### src/rtl/core/touch_slide_gesture_detector_top_macros.svh
// assertion helpers for the slide detector
`ifndef TOUCH_SLIDE_GESTURE_DETECTOR_TOP_MACROS_SVH
`define TOUCH_SLIDE_GESTURE_DETECTOR_TOP_MACROS_SVH

// checked on every edge out of reset
`define TSGD_ASSERT(label, prop, msg) \
	label: assert property (@(posedge clk) disable iff (!arst_n) prop) else $error(msg);

// same, with a fixed message
`define TSGD_CHECK(label, prop) \
	`TSGD_ASSERT(label, prop, "tsgd sequencer check failed")

`endif

### src/rtl/core/tsgd_pkg.sv
`timescale 1ns / 1ps
package tsgd_pkg;
	localparam int PadCount = 3;

	localparam logic [2:0] REG_DEBOUNCE  = 3'd0;
	localparam logic [2:0] REG_TIMEOUT   = 3'd1;
	localparam logic [2:0] REG_HOLD_MIN  = 3'd2;
	localparam logic [2:0] REG_HOLD_MAX  = 3'd3;
	localparam logic [2:0] REG_SPEED_MIN = 3'd4;
	localparam logic [2:0] REG_SPEED_MAX = 3'd5;
	localparam logic [2:0] REG_SPACING   = 3'd6;
	localparam logic [2:0] REG_JUMP      = 3'd7;

	localparam logic [1:0] EV_NONE   = 2'd0;
	localparam logic [1:0] EV_REJECT = 2'd1;
	localparam logic [1:0] EV_FWD    = 2'd2;
	localparam logic [1:0] EV_BWD    = 2'd3;

	typedef enum logic [1:0] {
		PH_IDLE,
		PH_FIRST,
		PH_SECOND,
		PH_FINISH
	} ph_t;

	typedef enum logic [2:0] {
		ST_IDLE,
		ST_HOLD,
		ST_DIV_A,
		ST_WAIT_A,
		ST_DIV_B,
		ST_WAIT_B,
		ST_EMIT
	} st_t;
endpackage

### src/rtl/core/tsgd_if.sv
`timescale 1ns / 1ps
interface tsgd_pad_if;
	logic       valid;
	logic       ready;
	logic [2:0] pad_levels;
	modport source (output valid, output pad_levels, input ready);
	modport sink (input valid, input pad_levels, output ready);
endinterface

interface tsgd_evt_if;
	logic       valid;
	logic       ready;
	logic [1:0] event_code;
	logic       lone_pad_valid;
	logic [1:0] lone_pad_index;
	modport source (output valid, output event_code, output lone_pad_valid,
		output lone_pad_index, input ready);
	modport sink (input valid, input event_code, input lone_pad_valid,
		input lone_pad_index, output ready);
endinterface

### src/rtl/core/tsgd_div.sv
`timescale 1ns / 1ps
module tsgd_div (
	input  logic        clk,
	input  logic        arst_n,
	input  logic        start,
	input  logic [15:0] dividend,
	input  logic [15:0] divisor,
	output logic        done,
	output logic [15:0] quotient
);
	logic [16:0] rem_q;
	logic [15:0] quo_q;
	logic [15:0] div_q;
	logic [4:0]  cnt_q;
	logic        done_q;
	logic [16:0] shifted;
	logic        fits;

	assign shifted  = {rem_q[15:0], quo_q[15]};
	assign fits     = shifted >= {1'b0, div_q};
	assign done     = done_q;
	assign quotient = quo_q;

	always_ff @(posedge clk or negedge arst_n) begin
		if (!arst_n) begin
			cnt_q  <= 5'd0;
			done_q <= 1'b0;
		end else begin
			done_q <= 1'b0;
			if (start) begin
				cnt_q <= 5'd16;
			end else if (cnt_q != 5'd0) begin
				cnt_q <= cnt_q - 5'd1;
				if (cnt_q == 5'd1)
					done_q <= 1'b1;
			end
		end
	end

	// restoring division, one quotient bit a cycle
	always_ff @(posedge clk) begin
		if (start) begin
			rem_q <= 17'd0;
			quo_q <= dividend;
			div_q <= divisor;
		end else if (cnt_q != 5'd0) begin
			rem_q <= fits ? shifted - {1'b0, div_q} : shifted;
			quo_q <= {quo_q[14:0], fits};
		end
	end
endmodule

### src/rtl/core/touch_slide_gesture_detector_top.sv
`timescale 1ns / 1ps
// Three-pad slide detector, one input beat per scan tick and one result beat per tick.
// A tick that does not finish a slide goes through debounce and tracking in the accept
// cycle, then the result register. A tick that finishes a slide goes through the accept cycle,
// a hold-time check, two serial divisions (each a start, sixteen quotient bits and a done
// flag) for the neighbour velocities on the one shared divider, then the result register;
// a failed check skips the steps after it. A stalled result beat holds the block in its
// result cycle. No new tick is taken meanwhile.
`include "touch_slide_gesture_detector_top_macros.svh"
module touch_slide_gesture_detector_top (
	input  logic        clk,
	input  logic        arst_n,
	tsgd_pad_if.sink    pad_in,
	tsgd_evt_if.source  evt_out,
	input  logic        cfg_we,
	input  logic [2:0]  cfg_index,
	input  logic [31:0] cfg_wdata
);
	logic [15:0] debounce_q;
	logic [7:0]  timeout_q;
	logic [23:0] hold_min_q, hold_max_q, jump_q;
	logic [15:0] speed_min_q, speed_max_q;
	logic [31:0] spacing_q;

	logic [7:0]  pc_q [tsgd_pkg::PadCount];
	logic [7:0]  rc_q [tsgd_pkg::PadCount];
	logic [15:0] ps_q [tsgd_pkg::PadCount];
	logic [15:0] rs_q [tsgd_pkg::PadCount];
	logic [7:0]  pc_n [tsgd_pkg::PadCount];
	logic [7:0]  rc_n [tsgd_pkg::PadCount];
	logic [15:0] ps_n [tsgd_pkg::PadCount];
	logic [15:0] rs_n [tsgd_pkg::PadCount];
	tsgd_pkg::ph_t phase_q, phase_n;
	logic [1:0]  latest_q, latest_n, start_q, start_n;
	logic [15:0] tick_q, tick_n;

	tsgd_pkg::st_t state_q, state_n;
	logic [1:0]  ev_q, ev_n;
	logic        lone_v_q, lone_v_n;
	logic [1:0]  lone_i_q, lone_i_n;
	logic        judge;
	logic [15:0] last_q;

	logic        out_valid_q;
	logic [1:0]  out_ev_q;
	logic        out_lv_q;
	logic [1:0]  out_li_q;

	logic        accept;
	logic [7:0]  press_lim, rel_lim;
	logic [1:0]  touched;
	logic [1:0]  idx;
	logic [16:0] since_raw;
	logic [16:0] since;

	logic        hold_bad;
	logic [15:0] hold [tsgd_pkg::PadCount];
	logic        fwd;
	logic        gap_sel;
	logic [15:0] gap;
	logic [15:0] spacing;
	logic        div_start, div_done;
	logic [15:0] velo;
	logic [15:0] jump_d;
	logic        velo_bad;
	logic        emit_go;

	assign accept    = pad_in.valid & pad_in.ready;
	assign press_lim = debounce_q[7:0];
	assign rel_lim   = debounce_q[15:8];
	assign fwd       = (start_q == 2'd0);

	always_ff @(posedge clk or negedge arst_n) begin
		if (!arst_n) begin
			debounce_q  <= 16'd771;
			timeout_q   <= 8'd100;
			hold_min_q  <= 24'd0;
			hold_max_q  <= 24'hffffff;
			speed_min_q <= 16'd0;
			speed_max_q <= 16'hffff;
			spacing_q   <= 32'd6553700;
			jump_q      <= 24'hffff;
		end else if (cfg_we) begin
			unique case (cfg_index)
				tsgd_pkg::REG_DEBOUNCE:  debounce_q  <= cfg_wdata[15:0];
				tsgd_pkg::REG_TIMEOUT:   timeout_q   <= cfg_wdata[7:0];
				tsgd_pkg::REG_HOLD_MIN:  hold_min_q  <= cfg_wdata[23:0];
				tsgd_pkg::REG_HOLD_MAX:  hold_max_q  <= cfg_wdata[23:0];
				tsgd_pkg::REG_SPEED_MIN: speed_min_q <= cfg_wdata[15:0];
				tsgd_pkg::REG_SPEED_MAX: speed_max_q <= cfg_wdata[15:0];
				tsgd_pkg::REG_SPACING:   spacing_q   <= cfg_wdata;
				tsgd_pkg::REG_JUMP:      jump_q      <= cfg_wdata[23:0];
				default: ;
			endcase
		end
	end

	// debounce and gesture tracking for the accepted tick
	always_comb begin
		tick_n  = tick_q + 16'd1;
		touched = 2'd0;
		idx     = 2'd0;
		for (int p = 0; p < tsgd_pkg::PadCount; p++) begin
			pc_n[p] = pc_q[p];
			rc_n[p] = rc_q[p];
			ps_n[p] = ps_q[p];
			rs_n[p] = rs_q[p];
			if (!pad_in.pad_levels[p]) begin
				touched = touched + 2'd1;
				idx     = 2'(p);
				if (pc_q[p] < press_lim) begin
					pc_n[p] = pc_q[p] + 8'd1;
					if (pc_n[p] == press_lim) begin
						ps_n[p] = tick_n;
						rc_n[p] = 8'd0;
					end
				end else begin
					rc_n[p] = 8'd0;
				end
			end else begin
				if (rc_q[p] < rel_lim) begin
					rc_n[p] = rc_q[p] + 8'd1;
					if (rc_n[p] == rel_lim)
						rs_n[p] = tick_n;
				end else begin
					pc_n[p] = 8'd0;
				end
			end
		end

		lone_v_n = 1'b0;
		lone_i_n = 2'd0;
		if (touched <= 2'd1 && (phase_q == tsgd_pkg::PH_IDLE
				|| phase_q == tsgd_pkg::PH_FIRST)) begin
			ev_n = tsgd_pkg::EV_NONE;
			if (touched == 2'd1) begin
				lone_v_n = 1'b1;
				lone_i_n = idx;
			end
		end else begin
			ev_n = tsgd_pkg::EV_REJECT;
		end

		phase_n  = phase_q;
		latest_n = latest_q;
		start_n  = start_q;
		unique case (phase_q)
			tsgd_pkg::PH_IDLE: begin
				if (touched == 2'd1 && (idx == 2'd0 || idx == 2'd2)
						&& pc_n[idx] == press_lim) begin
					phase_n  = tsgd_pkg::PH_FIRST;
					start_n  = idx;
					latest_n = idx;
				end
			end
			tsgd_pkg::PH_FIRST: begin
				if (touched == 2'd1 && idx != latest_q && pc_n[idx] == press_lim) begin
					phase_n  = tsgd_pkg::PH_SECOND;
					latest_n = idx;
				end
			end
			tsgd_pkg::PH_SECOND: begin
				if (touched == 2'd1 && pc_n[idx] == press_lim) begin
					latest_n = idx;
					if ((idx == 2'd0 || idx == 2'd2) && idx != start_q)
						phase_n = tsgd_pkg::PH_FINISH;
				end
			end
			default: ;
		endcase

		judge = 1'b0;
		if (phase_n == tsgd_pkg::PH_FINISH && rc_n[latest_n] == rel_lim) begin
			judge    = 1'b1;
			lone_v_n = 1'b0;
			lone_i_n = 2'd0;
			phase_n  = tsgd_pkg::PH_IDLE;
		end

		// tick distance modulo 0xffff
		since_raw = {1'b0, tick_n} + 17'd65535 - {1'b0, rs_n[latest_n]};
		if (since_raw >= 17'd131070)
			since = since_raw - 17'd131070;
		else if (since_raw >= 17'd65535)
			since = since_raw - 17'd65535;
		else
			since = since_raw;
		if (phase_n != tsgd_pkg::PH_IDLE && rc_n[latest_n] == rel_lim
				&& since > {9'd0, timeout_q})
			phase_n = tsgd_pkg::PH_IDLE;
	end

	// slide judging datapath
	always_comb begin
		hold_bad = 1'b0;
		for (int n = 0; n < tsgd_pkg::PadCount; n++) begin
			hold[n] = (rs_q[n] > ps_q[n]) ? rs_q[n] - ps_q[n] : ps_q[n] - rs_q[n];
			if (hold[n] < {8'd0, hold_min_q[8*n +: 8]}
					|| hold[n] > {8'd0, hold_max_q[8*n +: 8]})
				hold_bad = 1'b1;
		end
		gap_sel = (state_q == tsgd_pkg::ST_DIV_A || state_q == tsgd_pkg::ST_WAIT_A)
			? !fwd : fwd;
		if (gap_sel)
			gap = (rs_q[2] > rs_q[1]) ? rs_q[2] - rs_q[1] : rs_q[1] - rs_q[2];
		else
			gap = (rs_q[1] > rs_q[0]) ? rs_q[1] - rs_q[0] : rs_q[0] - rs_q[1];
		spacing   = gap_sel ? spacing_q[31:16] : spacing_q[15:0];
		div_start = (state_q == tsgd_pkg::ST_DIV_A || state_q == tsgd_pkg::ST_DIV_B)
			&& gap != 16'd0;
		jump_d    = (velo > last_q) ? velo - last_q : last_q - velo;
		velo_bad  = velo < {8'd0, speed_min_q[8*gap_sel +: 8]}
			|| velo > {8'd0, speed_max_q[8*gap_sel +: 8]}
			|| (last_q != 16'd0 && jump_d > {8'd0, jump_q[7:0]});
		emit_go   = !out_valid_q || evt_out.ready;
	end

	tsgd_div u_div (
		.clk      (clk),
		.arst_n   (arst_n),
		.start    (div_start),
		.dividend (spacing),
		.divisor  (gap),
		.done     (div_done),
		.quotient (velo)
	);

	always_comb begin
		state_n = state_q;
		unique case (state_q)
			tsgd_pkg::ST_IDLE:
				if (accept)
					state_n = judge ? tsgd_pkg::ST_HOLD : tsgd_pkg::ST_EMIT;
			tsgd_pkg::ST_HOLD:
				state_n = hold_bad ? tsgd_pkg::ST_EMIT : tsgd_pkg::ST_DIV_A;
			tsgd_pkg::ST_DIV_A:
				state_n = (gap == 16'd0) ? tsgd_pkg::ST_EMIT : tsgd_pkg::ST_WAIT_A;
			tsgd_pkg::ST_WAIT_A:
				if (div_done)
					state_n = velo_bad ? tsgd_pkg::ST_EMIT : tsgd_pkg::ST_DIV_B;
			tsgd_pkg::ST_DIV_B:
				state_n = (gap == 16'd0) ? tsgd_pkg::ST_EMIT : tsgd_pkg::ST_WAIT_B;
			tsgd_pkg::ST_WAIT_B:
				if (div_done)
					state_n = tsgd_pkg::ST_EMIT;
			tsgd_pkg::ST_EMIT:
				if (emit_go)
					state_n = tsgd_pkg::ST_IDLE;
			default: state_n = tsgd_pkg::ST_IDLE;
		endcase
	end

	always_comb begin
		pad_in.ready          = (state_q == tsgd_pkg::ST_IDLE);
		evt_out.valid         = out_valid_q;
		evt_out.event_code    = out_ev_q;
		evt_out.lone_pad_valid = out_lv_q;
		evt_out.lone_pad_index = out_li_q;
	end

	always_ff @(posedge clk or negedge arst_n) begin
		if (!arst_n) begin
			state_q  <= tsgd_pkg::ST_IDLE;
			phase_q  <= tsgd_pkg::PH_IDLE;
			latest_q <= 2'd0;
			start_q  <= 2'd0;
			tick_q   <= 16'd0;
			for (int p = 0; p < tsgd_pkg::PadCount; p++) begin
				pc_q[p] <= 8'd0;
				rc_q[p] <= 8'd0;
				ps_q[p] <= 16'd0;
				rs_q[p] <= 16'd0;
			end
			out_valid_q <= 1'b0;
		end else begin
			state_q <= state_n;
			if (accept) begin
				phase_q  <= phase_n;
				latest_q <= latest_n;
				start_q  <= start_n;
				tick_q   <= tick_n;
				for (int p = 0; p < tsgd_pkg::PadCount; p++) begin
					pc_q[p] <= pc_n[p];
					rc_q[p] <= rc_n[p];
					ps_q[p] <= ps_n[p];
					rs_q[p] <= rs_n[p];
				end
			end
			if (state_q == tsgd_pkg::ST_EMIT && emit_go)
				out_valid_q <= 1'b1;
			else if (evt_out.ready)
				out_valid_q <= 1'b0;
		end
	end

	always_ff @(posedge clk) begin
		unique case (state_q) inside
			tsgd_pkg::ST_IDLE:
				if (accept) begin
					ev_q     <= ev_n;
					lone_v_q <= lone_v_n;
					lone_i_q <= lone_i_n;
					last_q   <= 16'd0;
				end
			tsgd_pkg::ST_HOLD:
				ev_q <= tsgd_pkg::EV_REJECT;
			tsgd_pkg::ST_DIV_A, tsgd_pkg::ST_DIV_B: ;
			tsgd_pkg::ST_WAIT_A, tsgd_pkg::ST_WAIT_B:
				if (div_done) begin
					last_q <= velo;
					// only one jump, so it is also the jump total
					if (state_q == tsgd_pkg::ST_WAIT_B && !velo_bad
							&& !(last_q != 16'd0 && jump_d > jump_q[23:8]))
						ev_q <= fwd ? tsgd_pkg::EV_FWD : tsgd_pkg::EV_BWD;
				end
			tsgd_pkg::ST_EMIT:
				if (emit_go) begin
					out_ev_q <= ev_q;
					out_lv_q <= lone_v_q;
					out_li_q <= lone_i_q;
				end
			default: ;
		endcase
	end

	`TSGD_ASSERT(a_busy_after_beat, accept |=> !pad_in.ready, "tick taken while busy")
	`TSGD_CHECK(a_div_in_wait, div_done |-> (state_q == tsgd_pkg::ST_WAIT_A
		|| state_q == tsgd_pkg::ST_WAIT_B))
	`TSGD_CHECK(a_judge_resets, state_q == tsgd_pkg::ST_HOLD |-> phase_q == tsgd_pkg::PH_IDLE)
	`TSGD_ASSERT(a_emit_loads, (state_q == tsgd_pkg::ST_EMIT && emit_go) |=> out_valid_q,
		"result beat lost")
endmodule

### src/flat_wrapper.sv
// flat-port wrapper written by rule: the top's interface ports become plain ports
module touch_slide_gesture_detector_top_flat 
  (clk, arst_n, cfg_we, cfg_index, cfg_wdata, pad_in_valid, pad_in_pad_levels, pad_in_ready, evt_out_valid, evt_out_event_code, evt_out_lone_pad_valid, evt_out_lone_pad_index, evt_out_ready);
  tsgd_pad_if pad_in_i ();
  tsgd_evt_if evt_out_i ();
  input  logic clk;
  input  logic arst_n;
  input  logic cfg_we;
  input  logic [2:0] cfg_index;
  input  logic [31:0] cfg_wdata;
  input wire logic [$bits(pad_in_i.valid)-1:0] pad_in_valid;
  input wire logic [$bits(pad_in_i.pad_levels)-1:0] pad_in_pad_levels;
  output wire logic [$bits(pad_in_i.ready)-1:0] pad_in_ready;
  output wire logic [$bits(evt_out_i.valid)-1:0] evt_out_valid;
  output wire logic [$bits(evt_out_i.event_code)-1:0] evt_out_event_code;
  output wire logic [$bits(evt_out_i.lone_pad_valid)-1:0] evt_out_lone_pad_valid;
  output wire logic [$bits(evt_out_i.lone_pad_index)-1:0] evt_out_lone_pad_index;
  input wire logic [$bits(evt_out_i.ready)-1:0] evt_out_ready;
  assign pad_in_i.valid = pad_in_valid;
  assign pad_in_i.pad_levels = pad_in_pad_levels;
  assign pad_in_ready = pad_in_i.ready;
  assign evt_out_valid = evt_out_i.valid;
  assign evt_out_event_code = evt_out_i.event_code;
  assign evt_out_lone_pad_valid = evt_out_i.lone_pad_valid;
  assign evt_out_lone_pad_index = evt_out_i.lone_pad_index;
  assign evt_out_i.ready = evt_out_ready;
  touch_slide_gesture_detector_top u_core (.clk(clk), .arst_n(arst_n), .pad_in(pad_in_i), .evt_out(evt_out_i), .cfg_we(cfg_we), .cfg_index(cfg_index), .cfg_wdata(cfg_wdata));
endmodule
### config.mk
export PLATFORM = sky130hd
export DESIGN_NAME = touch_slide_gesture_detector_top_flat
export DESIGN_NICKNAME = d
export VERILOG_FILES = /design/src/rtl/core/tsgd_pkg.sv /design/src/rtl/core/tsgd_if.sv /design/src/rtl/core/tsgd_div.sv /design/src/rtl/core/touch_slide_gesture_detector_top.sv /design/src/flat_wrapper.sv
export VERILOG_INCLUDE_DIRS = /design/src /design/src/rtl/core
export SDC_FILE = /design/constraint.sdc
export NUM_CORES = 2
export LEC_CHECK = 0
export CORE_MARGIN = 2
export CORE_UTILIZATION = 55
export CTS_BUF_LIST = sky130_fd_sc_hd__clkbuf_8
export CTS_CLUSTER_DIAMETER = 120
export DETAILED_ROUTE_END_ITERATION = 10
export DONT_BUFFER_PORTS = 1
export GPL_TIMING_DRIVEN = 0
export PLACE_DENSITY_LB_ADDON = 0.05
export SYNTH_ARGS = -nofsm -noshare
export SYNTH_HDL_FRONTEND = slang
export SYNTH_SLANG_ARGS = --single-unit
### constraint.sdc
create_clock -name clk -period 21.7 [get_ports clk]
set_clock_uncertainty 0.2 [all_clocks]
set_input_delay 5.425 -clock clk [delete_from_list [all_inputs] [get_ports clk]]
set_output_delay 5.425 -clock clk [all_outputs]
set_load 0.005 [all_outputs]
### Word level (Yosys, flattened, before mapping)

Index checks and enable logic that the tools add are counted.

| cells by class | value |
|---|---|
| multipliers | 0 |
| divide/modulo/power cells | 0 |
| muxes and demuxes | 100 |
| bitwise operators | 8 |
| $lt $le $gt $ge | 29 |
| $add $sub $neg | 27 |
| equal/unequal tests | 35 |
| reduce and logical (&&, ||, !) cells | 64 |
| shift-type cells | 2 |

Operators by type and width:

| cell | number |
|---|---|
| 16-bit two-way mux | 24 |
| 16-bit subtractor | 13 |
| 8-bit two-way mux | 25 |
| 16-bit > comparator | 7 |
| 16-bit by 8-bit > comparator with 1-bit output | 5 |
| 8-bit == test | 8 |
| 16-bit by 8-bit < comparator with 1-bit output | 4 |
| 8-bit by 1-bit adder with 8-bit output (second input constant) | 6 |
| 8-bit < comparator | 6 |
| 17-bit two-way mux | 2 |
| 2-bit two-way mux | 17 |
| 16-bit binary-select mux with 2-bit select | 1 |
| 8-bit binary-select mux with 2-bit select | 2 |
| 16-bit case mux with 2 select lines | 1 |
| 16-bit nonzero test | 2 |
| 16-bit by 5-bit indexed part select with 8-bit output | 2 |
| 3-bit == test (second input constant) | 7 |
| 3-bit two-way mux | 7 |
| 3-bit case mux with 7 select lines | 1 |
| 2-bit AND reduction | 10 |
| 4-bit AND reduction | 5 |
| 2-bit case mux with 3 select lines | 3 |
| 16-bit by 16-bit adder with 17-bit output (second input constant) | 1 |
| 17-bit by 16-bit greater-or-equal comparator with 1-bit output | 1 |
| other kinds (37) | 105 |

| storage, ports and cells | value |
|---|---|
| bits in registers | 410 |
| memory bits (read-only) | 0 |
| memories | 0 |
| bits in latches | 0 |
| logic and storage cells | 303 |
| RAM bits | 0 |
| output and inout bits | 7 |

### Logic depth before layout (Yosys ltp)

| depth | value |
|---|---|
| depth after elaboration | 21 |
| mapped depth | 56 |
| mapped depth without buffers | 51 |

### Hierarchy

From an unflattened synthesis, not the netlist that was laid out.

| unflattened totals | value |
|---|---|
| cell total of the unflattened synthesis | 4014 |
| area total of the unflattened synthesis | 34456.8 um^2 |

By module, submodules not included:

| module | cells each | seq. area each (um^2) | times used | area each (um^2) |
|---|---|---|---|---|
| touch_slide_gesture_detector_top | 3711 | 9125.0 | 1 | 31315.0 |
| tsgd_div | 303 | 1431.4 | 1 | 3141.8 |

### Worst setup path before layout

OpenSTA, ideal clock, no wires.

| timing path | value |
|---|---|
| path kind | in2reg |
| start point | in pad_in_pad_levels[2] |
| end point | reg u_core.phase_q[1] |
| arrival | 14.457 ns |
| data required time | 21.423 ns |
| path slack | 6.965 ns |
| cell stages on the path | 49 |
| library setup time | 0.077 ns |
| path through | clkbuf_1 > inv_1 > nor2_1 > o21ai_0 > a311oi_2 > nor2_1 > a2111o_2 > nor2_4 > a41o_1 > or2_2 > buf_6 > clkbuf_1 > nand3_1 > o211ai_1 > a21oi_1 > ha_1 > fa_1 > a21oi_1 > (+13 left out) > nor2_1 > o21ai_0 > ha_1 > nor2b_1 > o21a_1 > o21ai_0 > nand2b_1 > a21oi_1 > nor2b_1 > o21ai_0 > nand2b_1 > a21oi_1 > o22ai_1 > or4_1 > or4_1 > nor4_2 > a21oi_1 > a21oi_1 |

| between the ends | value |
|---|---|
| word-level cells in the longest chain between the ends | 20 |

Ends and longest elaborated chain:

| what | RTL line | source |
|---|---|---|
| start: declaration | flat_wrapper.sv:12 | `input wire logic [$bits(pad_in_i.pad_levels)-1:0] pad_in_pad_levels;` |
| 2-bit two-way mux | touch_slide_gesture_detector_top.sv:108 | `if (!pad_in.pad_levels[p]) begin` |
| 2-bit inverter with 3-bit output (implied by the code) | touch_slide_gesture_detector_top.sv:150, touch_slide_gesture_detector_top.sv:157, touch_slide_gesture_detector_top.sv:163 |  |
| 8-bit binary-select mux with 2-bit select | touch_slide_gesture_detector_top.sv:150, touch_slide_gesture_detector_top.sv:157, touch_slide_gesture_detector_top.sv:163 |  |
| 8-bit two-way mux (implied by the code) (2 in a row) | touch_slide_gesture_detector_top.sv:150, touch_slide_gesture_detector_top.sv:157, touch_slide_gesture_detector_top.sv:163 |  |
| 8-bit == test | touch_slide_gesture_detector_top.sv:150, touch_slide_gesture_detector_top.sv:157, touch_slide_gesture_detector_top.sv:163 |  |
| 1-bit logical AND (on tied branches) | touch_slide_gesture_detector_top.sv:163, touch_slide_gesture_detector_top.sv:150, touch_slide_gesture_detector_top.sv:157 |  |
| 2-bit two-way mux (on tied branches) | touch_slide_gesture_detector_top.sv:163, touch_slide_gesture_detector_top.sv:149, touch_slide_gesture_detector_top.sv:157 |  |
| 2-bit case mux with 3 select lines | touch_slide_gesture_detector_top.sv:147 | `unique case (phase_q)` |
| (+2 left out) | -- |  |
| 16-bit two-way mux (implied by the code) / 8-bit two-way mux (equally long branches) (2 in a row) | touch_slide_gesture_detector_top.sv:181, touch_slide_gesture_detector_top.sv:173, touch_slide_gesture_detector_top.sv:188 |  |
| 17-bit by 16-bit subtractor with 17-bit output / 8-bit == test (equally long branches) | touch_slide_gesture_detector_top.sv:181, touch_slide_gesture_detector_top.sv:173, touch_slide_gesture_detector_top.sv:188 |  |
| 17-bit by 16-bit subtractor with 17-bit output (tied with other cells) | touch_slide_gesture_detector_top.sv:185 | `since = since_raw - 17'd65535;` |
| 17-bit two-way mux / 2-bit two-way mux (equally long branches) | touch_slide_gesture_detector_top.sv:184, touch_slide_gesture_detector_top.sv:173 |  |
| 17-bit two-way mux / 2-bit nonzero test (equally long branches) | touch_slide_gesture_detector_top.sv:182, touch_slide_gesture_detector_top.sv:188 |  |
| 17-bit by 8-bit > comparator with 1-bit output / 1-bit logical AND (equally long branches) | touch_slide_gesture_detector_top.sv:189, touch_slide_gesture_detector_top.sv:188 |  |
| 1-bit logical AND | touch_slide_gesture_detector_top.sv:189 | `&& since > {9'd0, timeout_q})` |
| 2-bit two-way mux (*) | touch_slide_gesture_detector_top.sv:188 | `if (phase_n != tsgd_pkg::PH_IDLE && rc_n[latest_n] == rel_lim` |
| end signal: assignment | touch_slide_gesture_detector_top.sv:264 | `phase_q <= tsgd_pkg::PH_IDLE;` |
| end signal: assignment | touch_slide_gesture_detector_top.sv:278 | `phase_q <= phase_n;` |
| end: declaration | touch_slide_gesture_detector_top.sv:33 | `tsgd_pkg::ph_t phase_q, phase_n;` |

Every way passes the cells marked *; elsewhere a longest branch is shown, timed or not. The select of a mux whose other input is x is not followed.
A chain may end at the register's enable or synchronous reset.

### Worst setup path after layout

Ends and elaborated chain as after synthesis.

==> metrics <==
Cells after Synth slightly above 4000; share of layout cells above drive strength 1 0.0894; Post-Syn Nets between 4000 and 5000; x dimension of the die around 260 um; most used routing layer met2; number of H-tree levels 3; max cap viols 1; mean cell area of the mapped netlist roughly 8.5 um^2; violation count after the first detailed-route iteration 2817; post-synthesis to final-layout area growth 7.62%; post-synthesis sequential area ratio 0.304; die outline area 65100 um^2; count of cell types in the netlist 99; remaining antenna violation count 0; vertical die dimension 255 um; setup repair after global routing missed its margin no; total of warnings raised by yosys 0; most common library cells after synthesis sky130_fd_sc_hd__ha_1 (374), sky130_fd_sc_hd__nand2_1 (374), sky130_fd_sc_hd__o21ai_0 (373); placed cell area roughly 36000 um^2; CP most frequent cell sky130_fd_sc_hd__a21oi_1; leak pwr ~0.017 uW; number of hold buffers added after CTS 0; fill cell count 5798; worst relative slew slack 0.00811; wire per inst approximately 22 um; shortest period the worst path allows approximately 17 ns; data arrival at the endpoint of the critical path 17.52 ns; Critical Path End Type register; CTS tree yes; clock buffer count from CTS 77; CP max stage cell sky130_fd_sc_hd__a2111oi_0; Post-synth EDFFs between 50 and 60; routed vias/inst ~6.0; Max FO, Critical Path 10; Compound-Gate Fraction of Synth Area 0.206; CTS sink count 410; met2 track utilization from global routing 0.524; adder-cell share of the synthesized area 0.143; Port Buf Inserts 0; first-pass GRT wire length between 150000 and 200000 um; stage delay of the slowest cell on the critical path 0.87 ns; source-to-sink clock delay at the later pin of the worst-skew pair ~0.70 ns; Worst Max-Slew Pin Slew between 1 and 1.5 ns; met3 usage 0.0645; top post-synthesis cells by area sky130_fd_sc_hd__dfrtp_1 (19%), sky130_fd_sc_hd__ha_1 (13%), sky130_fd_sc_hd__o21ai_0 (5.4%); failing checks capacitance limit; GR Overflow Total 0; CP Buf/Inv Count 5; Routability Congestion roughly 0.99; outcome complete, but fails checks; Fmax between 50 and 60 MHz; Layout Nets between 4000 and 5000; Clk Tree Root Cell sky130_fd_sc_hd__clkbuf_8; vias after detailed routing 30800; final cycle utilization of the critical path 0.789; mux contribution to synthesized area 0.0701; pin count of the biggest net entering global routing about 340; antenna violations before repair 8; asr flop ratio synth 0.820; Yosys top cell by area sky130_fd_sc_hd__dfrtp_1; first-pass detailed-route iteration total 5; most instantiated flip-flop cell in the synthesis netlist sky130_fd_sc_hd__dfrtp_1; final count of pins violating max slew 0; I/O Pins 50; largest family of logic cells by synthesized area compound AO/OA/AOI/OAI gates; post-CTS sizing 0; global-route track usage on met1 0.479; HPWL after DPL ~86000 um; Setup Viol. Count Final 0; initial core utilization 0.553; CP Class input port to register; number of storage elements in the synthesis netlist around 400; power density cells around 130 nW/um^2; critical path required time 22.11 ns; buffer levels on the longest clock path 3; routed wire length roughly 110000 um; Post-CTS Setup Repair Bufs 0; clock-pin slew of the registers on the worst-case setup and hold paths ~0.060 ns; fraction of post-synthesis cell area in the top cell type by area 0.192; floorplan row count between 90 and 100; Critical Path Source Type input port; final-layout setup total negative slack 0 ns; min-delay worst type register to register; Synth Area in XOR/XNOR 0.0550; Floorplan Core Area between 60000 and 70000 um^2; # DRC 0; Final Hold Vio Count 0; IR Drop Worst-Case VDD 134 uV; total global-route track usage 0.343; post-synthesis share of cell area spent on and, or, nand and nor gates 0.163; number of global-route vias before repair between 20000 and 30000; area of all placed cells without fillers roughly 37000 um^2; critical path's top delay family compound AO/OA/AOI/OAI gates; summed instance area of the synthesized netlist about 35000 um^2
final timing paths:
check                                                        end  slack (ns)  depth (start not counted)            startpoint
worst max-delay path                           u_core.phase_q[1]        4.59                         49  pad_in_pad_levels[2]
worst min-delay path            u_core.evt_out.lone_pad_index[0]        0.22                          0    u_core.lone_i_q[0]
worst max register to register                 u_core.phase_q[1]        7.76                         55  u_core.debounce_q[1]
worst min register to register  u_core.evt_out.lone_pad_index[0]        0.22                          0    u_core.lone_i_q[0]
max in group asynchronous                        u_core.rs_q[47]       16.33                          0                arst_n
min in group asynchronous                      u_core.jump_q[16]        4.22                          0                arst_n
cell usage in the layout (no fill, tap or decap), types with 13 or more instances in the layout:
master                      Yosys  layout
sky130_fd_sc_hd__a2111oi_0     14      14
sky130_fd_sc_hd__a211oi_1      51      51
sky130_fd_sc_hd__a21boi_0      16      16
sky130_fd_sc_hd__a21o_1       108     108
sky130_fd_sc_hd__a21oi_1      302     302
sky130_fd_sc_hd__a31oi_1       33      33
sky130_fd_sc_hd__and2_1        27      27
sky130_fd_sc_hd__and3_1        68      68
sky130_fd_sc_hd__buf_2         13      13
sky130_fd_sc_hd__clkbuf_1     159     159
sky130_fd_sc_hd__clkbuf_8       0      96
sky130_fd_sc_hd__dfrtp_1      267     267
sky130_fd_sc_hd__dfstp_2       69      69
sky130_fd_sc_hd__dfxtp_1       16      16
sky130_fd_sc_hd__edfxtp_1      58      58
sky130_fd_sc_hd__fa_1          14      14
sky130_fd_sc_hd__ha_1         374     374
sky130_fd_sc_hd__inv_1        339     372
sky130_fd_sc_hd__mux2_2       130     130
sky130_fd_sc_hd__mux2i_1       97      97
sky130_fd_sc_hd__nand2_1      374     374
sky130_fd_sc_hd__nand2b_1      34      34
sky130_fd_sc_hd__nand3_1       77      77
sky130_fd_sc_hd__nand4_1       45      45
sky130_fd_sc_hd__nor2_1       268     268
sky130_fd_sc_hd__nor2b_1       59      59
sky130_fd_sc_hd__nor3_1        96      95
sky130_fd_sc_hd__nor4_1        34      32
sky130_fd_sc_hd__o211ai_1      29      29
sky130_fd_sc_hd__o21a_1        34      34
sky130_fd_sc_hd__o21ai_0      373     373
sky130_fd_sc_hd__o21bai_1      25      25
sky130_fd_sc_hd__o31a_1        14      14
sky130_fd_sc_hd__o31ai_1       24      24
sky130_fd_sc_hd__or2_2         20      20
sky130_fd_sc_hd__or3_1         20      20
sky130_fd_sc_hd__xnor2_1      153     153
sky130_fd_sc_hd__xor2_1        65      65
flip-flops by register name, indices dropped and copies added (netlist names), 3 cells and up:
register / cells
u_core.u_div.quotient: 16
u_core.pc_q: 24
u_core.u_div.div_q: 16
u_core.ps_q: 48
u_core.spacing_q: 32
u_core.debounce_q: 16
u_core.jump_q: 24
u_core.speed_max_q: 16
u_core.tick_q: 16
u_core.u_div.cnt_q: 5
u_core.speed_min_q: 16
u_core.last_q: 16
u_core.state_q: 3
u_core.timeout_q: 8
u_core.u_div.rem_q: 16
u_core.hold_min_q: 24
u_core.rc_q: 24
u_core.hold_max_q: 24
u_core.rs_q: 48
stage by stage:
| step | cells | power [uW] | util | setup WS, ns | hold slack, ns |
|---|---|---|---|---|---|
| 2_1_floorplan | 4099 | 3250 | - | 6.97 | 0.200 |
| 3_3_place_gp | 4945 | 4000 | 0.570 | 4.12 | 0.203 |
| 3_5_place_dp | 4946 | 4030 | 0.571 | 4.02 | 0.213 |
| 4_1_cts | 5087 | 4810 | 0.595 | 4.72 | 0.222 |
| 5_1_grt | 5091 | 5230 | 0.595 | 3.76 | 0.230 |
| 6_report | 5096 | 4850 | 0.595 | 4.59 | 0.219 |
worst reg2reg max path, delay by kind of cell (launching register included):
kind                     cells  cell delay, ns
AO/OA/AOI/OAI               24            5.46
XOR/XNOR                     1            0.35
adder cells (fa/ha/maj)      5            1.50
buffers and inverters        7            1.66
flip-flops                   1            0.52
AND/OR/NAND/NOR             18            4.16
where the power goes:
part / switching (uW) / internal (uW) / total [uW]
registers: 169 / 1010 / 1180
clock network: 361 / 401 / 761
logic: 1750 / 1160 / 2910
cell type report:
class                      count  area (um^2)  area share
antenna                        9         22.5    0.000603
buffer                       186          749      0.0201
clock buffer                  96         1320      0.0354
clock inverter                45          213     0.00569
inverter                     341         1280      0.0343
multi-input combinational   3162        22100       0.593
sequential                   410        10600       0.283
tap                          846         1060      0.0283
timing repair buffer           1         11.3    0.000301
cells by family after synthesis:
| kind of cell | Yosys count |
|---|---|
| AND/OR/NAND/NOR | 1178 |
| adder cells (fa/ha/maj) | 388 |
| flip-flops | 410 |
| XOR/XNOR | 218 |
| buffers and inverters | 527 |
| multiplexers | 227 |
| AO/OA/AOI/OAI | 1151 |
metal layers:
layer / up-vias / wire length [um]
met1: 14600 / 49700
met5: - / 42
met3: 215 / 9770
met2: 1214 / 48500
li1: 14800 / -
met4: 6 / 3990
Note: power is estimated with default switching activity, not from simulation.
